===== src/rtl/hc27_pkg.sv =====
// Shared types and constants for the 27-symbol Huffman codec.
package hc27_pkg;
  localparam int Symbols = 27;
  localparam int Nodes = 53;
  localparam int Merges = 26;
  localparam int CodeBits = 26;
  localparam int LenBits = 5;
  localparam int NodeIdxBits = 6;
  localparam int DefWeightBits = 16;
  localparam int QueueDepth = 2;

  typedef enum logic [1:0] {
    MODE_LOAD = 2'd0,
    MODE_ENC  = 2'd1,
    MODE_DEC  = 2'd2,
    MODE_NOP  = 2'd3
  } mode_e;

  typedef enum logic [2:0] {
    ST_ENCODED  = 3'd0,
    ST_DECODED  = 3'd1,
    ST_NOTREADY = 3'd2,
    ST_BADCHAR  = 3'd3,
    ST_UNFIN    = 3'd4
  } status_e;

  typedef enum logic [1:0] {
    OP_LOAD = 2'd0,
    OP_ENC  = 2'd1,
    OP_DEC  = 2'd2,
    OP_BAD  = 2'd3
  } op_e;

  typedef struct packed {
    op_e        op;
    logic [4:0] idx;
    logic [15:0] weight;
    logic       code_bit;
    logic       last_bit;
  } cmd_t;
endpackage


===== src/rtl/hc27_front.sv =====
// Front end: accepts items, classifies them and folds characters to indexes.
module hc27_front import hc27_pkg::*; (
  input  logic        clk_i,
  input  logic        rst_ni,
  input  logic        valid_i,
  output logic        stall_o,
  input  logic [1:0]  mode_i,
  input  logic [15:0] weight_i,
  input  logic [7:0]  character_i,
  input  logic        code_bit_i,
  input  logic        last_bit_i,
  output logic        q_valid_o,
  input  logic        q_pop_i,
  output cmd_t        q_cmd_o
);
  cmd_t q_mem [QueueDepth];
  logic [0:0] wr_q, rd_q;
  logic [1:0] cnt_q;
  cmd_t cmd;
  logic [7:0] ch;
  logic push, pop;

  always_comb begin
    ch = character_i;
    if (ch >= 8'h41 && ch <= 8'h5a) ch = ch + 8'd32;
    cmd.weight = weight_i;
    cmd.code_bit = code_bit_i;
    cmd.last_bit = last_bit_i;
    cmd.idx = '0;
    cmd.op = OP_LOAD;
    unique case (mode_e'(mode_i))
      MODE_LOAD: cmd.op = OP_LOAD;
      MODE_DEC:  cmd.op = OP_DEC;
      MODE_ENC: begin
        if (ch == 8'h20) cmd.op = OP_ENC;
        else if (ch >= 8'h61 && ch <= 8'h7a) begin
          cmd.op = OP_ENC;
          cmd.idx = 5'(ch - 8'h60);
        end else cmd.op = OP_BAD;
      end
      default: cmd.op = OP_LOAD;
    endcase
  end

  assign stall_o = (cnt_q == 2'(QueueDepth));
  assign push = valid_i && !stall_o && (mode_e'(mode_i) != MODE_NOP);
  assign pop = q_pop_i && q_valid_o;
  assign q_valid_o = (cnt_q != 2'd0);
  assign q_cmd_o = q_mem[rd_q];

  always_ff @(posedge clk_i) begin
    if (push) q_mem[wr_q] <= cmd;
  end

  always_ff @(posedge clk_i or negedge rst_ni) begin
    if (!rst_ni) begin
      wr_q <= '0;
      rd_q <= '0;
      cnt_q <= '0;
    end else begin
      if (push) wr_q <= wr_q + 1'b1;
      if (pop) rd_q <= rd_q + 1'b1;
      cnt_q <= cnt_q + 2'(push) - 2'(pop);
    end
  end

`ifndef SYNTHESIS
  a_no_overflow: assert property (@(posedge clk_i) disable iff (!rst_ni)
    cnt_q <= 2'(QueueDepth)) else $error("queue overflow");
  a_pop_valid: assert property (@(posedge clk_i) disable iff (!rst_ni)
    (cnt_q == 2'd0) |-> !pop) else $error("pop from empty queue");
  a_full_stall: assert property (@(posedge clk_i) disable iff (!rst_ni)
    (cnt_q == 2'(QueueDepth)) |-> !push) else $error("push into full queue");
`endif
endmodule


===== config.mk =====
export PLATFORM = sky130hd
export DESIGN_NAME = hc27_front
export DESIGN_NICKNAME = d
export VERILOG_FILES = /design/src/rtl/hc27_pkg.sv /design/src/rtl/hc27_front.sv
export SDC_FILE = /design/constraint.sdc
export NUM_CORES = 1
export LEC_CHECK = 0
export BUFFER_PORTS_ARGS = -buffer_cell sky130_fd_sc_hd__buf_2
export CAP_MARGIN = 20
export CORE_ASPECT_RATIO = 0.7
export CORE_MARGIN = 2
export CORE_UTILIZATION = 46
export DETAILED_ROUTE_END_ITERATION = 7
export GPL_ROUTABILITY_DRIVEN = 0
export GPL_TIMING_DRIVEN = 1
export PLACE_DENSITY = 0.76
export SETUP_SLACK_MARGIN = 0.05
export SYNTH_ARGS = -nofsm -noshare
export SYNTH_HDL_FRONTEND = slang
export SYNTH_SLANG_ARGS = --single-unit
export TNS_END_PERCENT = 1

===== constraint.sdc =====
create_clock -name clk_i -period 2.4 [get_ports clk_i]
set_input_delay 0.36 -clock clk_i [delete_from_list [all_inputs] [get_ports clk_i]]
set_output_delay 0.36 -clock clk_i [all_outputs]
set_load 0.005 [all_outputs]

==> results.py <==
metrics = {
    "yosys": {
        "syn_avg_cell_area_um2": 18.2,
        "synth_seq_cells": 54,
        "synth_area_um2": 2200,
        "yosys_warnings": 0,
        "synthCells": 121,
        "synth_top_area_cell": "edfxtp_1",
        "synth.area.top_cells": "edfxtp_1, mux2_2, dfrtp_1",
        "netlist.area_leader.share_pct": 68.1,
        "seq_area_frac_synth_pct": 72.7,
        "ys_types": 24,
        "synth_fp_nets": 159,
    },
    "cts": {
        "cts_tree": "done",
        "clockRootBuffer": "clkbuf_8",
        "htree_levels": 2,
        "clk_pin_slew_worst_paths_ns": 0.09,
        "clkLatencyLatePin_ns": 0.29,
        "holdBufCountCts": 1,
        "ctsLongestPathBuffers": 2,
        "cts_setup_buffers": 0,
        "numCtsBuffers": 5,
        "cts.repair.resized": 0,
        "tritoncts_num_sinks": 54,
    },
    "routing": {
        "ant_nets": 0,
        "drt_iter0_markers": 25,
        "routedWlPerCell_um": 14.0,
        "finalWirelength_mm": 3.43,
        "first_pass_iters": 2,
        "vias": 1187,
        "vias_per_cell": 4.84,
        "drc": 0,
    },
    "layout": {
        "finalInstanceArea_um2": 2670,
        "drive_gt1_share_pct": 53.7,
        "utilization_pct": 56.7,
        "antennaDiodeCount": 0,
        "layout_commonest_cell": "buf_2",
        "final_cell_mix": "buf_2, edfxtp_1, mux2_2",
        "synthToLayoutAreaGrowth_pct": 21.1,
        "nets": 225,
    },
    "setup_path": {
        "cp-endpoint": "cnt_q[1]",
        "r2r_end": "cnt_q[1]",
        "end_kind": "register",
        "rrSetupSlack_ns": 0.46,
        "startpoint": "cnt_q[1]",
        "cp_max_fo": 4,
        "reg2regPathDepth": 7,
        "start_kind": "register",
        "path_class": "register to register",
        "cp.required_ns": 2.61,
        "r2r-start": "cnt_q[1]",
        "worstPathArrival_ns": 2.15,
    },
    "job": {
        "cap_violations": 0,
    },
    "die": {
        "dieArea_um2": 5370,
        "die_h_um": 61.9,
        "num_rows": 21,
        "core_area_um2": 4700,
        "die_w_um": 86.7,
        "ioPinCount": 59,
        "start_util_pct": 46.8,
    },
    "global_route": {
        "grt_overflow": 0,
        "grt_pass1_vias": 1200,
        "antenna_found_initial": 0,
        "grt_usage_pct": 13.6,
        "grt_start_max_net_pins": 26,
        "grt_pass1_wl_mm": 5.31,
    },
    "power_and_ir_drop": {
        "powerDensity_nw_per_um2": 967,
        "vdd_drop_max_mv": 0.449,
        "total_power_mw": 2.58,
        "p_leak_nw": 1.08,
    },
    "placement": {
        "dp_hpwl_mm": 2.54,
        "dpl_cell_area_um2": 2570,
        "numPortBuffers": 58,
        "place_worst_setup_slack_ns": 0.301,
    },
    "sta": {
        "tightest_slew_ns": 0.369,
        "setup_viol": 0,
        "slew_headroom_pct": 75.2,
        "fin_skew_ns": 0.00396,
        "timing.hold.ws_ns": 0.254,
        "hold_violations": 0,
        "maxSlewViolCount": 0,
        "fin_crit_sh_pct": 81.0,
        "finalWorstSetupSlack_ns": 0.455,
        "rsz0062_at_grt": "false",
        "max_freq_mhz": 514,
        "fin_crit_ns": 1.94,
    },
    "outcome": {
        "outcome": "finished clean",
    },
    "hold_path": {
        "min_path_type": "primary input to register",
    },
}
[cells by family after synthesis]
logic type	after synthesis	synth area share (%)
buffers and inverters	9	2.04
adder cells (fa/ha/maj)	6	3.41
AND/OR/NAND/NOR	18	5.34
multiplexers	25	12.8
AO/OA/AOI/OAI	5	1.82
XOR/XNOR	4	1.93
flip-flops	54	72.7
[power by group]
part | internal [mW] | switching, mW
clock network | 0.200 | 0.258
logic | 0.442 | 0.379
registers | 1.24 | 0.0649
[cells in the mapped netlist]
cell type / count
inv_1: 5
o21ai_0: 1
o221a_2: 1
or2_2: 1
xnor2_2: 1
edfxtp_1: 50
a41oi_1: 1
dfrtp_1: 4
nand2_1: 1
nor2b_1: 4
mux2_2: 25
or3b_1: 2
xor2_1: 1
ha_1: 6
buf_6: 1
nor2_1: 2
buf_2: 3
nor2b_4: 1
a21bo_2: 1
and3_1: 5
nor4_1: 1
xnor2_1: 2
a21oi_1: 1
and2_1: 1
[worst min-delay path by stage]
stage           startpoint  slack [ns]  cells after the start          end
2_1_floorplan       rst_ni        0.06                      0     cnt_q[0]
3_3_place_gp        rst_ni        0.17                      1     cnt_q[0]
3_5_place_dp        rst_ni        0.17                      1     cnt_q[1]
4_1_cts        weight_i[5]        0.24                      1  q_mem[1][7]
5_1_grt        weight_i[2]        0.23                      1  q_mem[1][4]
6_report       weight_i[2]        0.25                      1  q_mem[1][4]
[critical path, stage by stage, from the launching register on]
cell,delay (ns)
dfrtp_1,0.41
nor2b_4,0.14
or3b_1,0.46
ha_1,0.32
inv_1,0.04
ha_1,0.18
xnor2_1,0.17
xnor2_1,0.15
[per-stage QoR]
step | instances | TNS [ns]
after detailed placement | 236 | 0
after floorplan | 121 | -6.27
after CTS | 245 | 0
final | 245 | 0
after global routing | 245 | 0
after global placement | 236 | 0
[metal layers]
metal | GRT usage (%) | up-vias | wire length [um]
met3 | 4.23 | 5 | 180
li1 | - | 586 | -
met4 | 5.13 | 0 | 32
met1 | 16.9 | 557 | 1540
met5 | 0 | - | 0
met2 | 23.2 | 39 | 1680
[registers in the layout, indices dropped and copies added (netlist names)]
signal and flops:
cnt_q 2, q_mem 50, rd_q 1, wr_q 1
[area by class of cell]
cell class                      count  area, um2
Fill cell                         366       2030
Sequential cell                    54       1600
Multi-Input combinational cell     58        562
Timing Repair Buffer               63        330
Tap cell                           57       71.3
Clock buffer                        5       68.8
Inverter                            5       18.8
Clock inverter                      3       16.3
No activity file was read; power rests on OpenSTA's default activity.
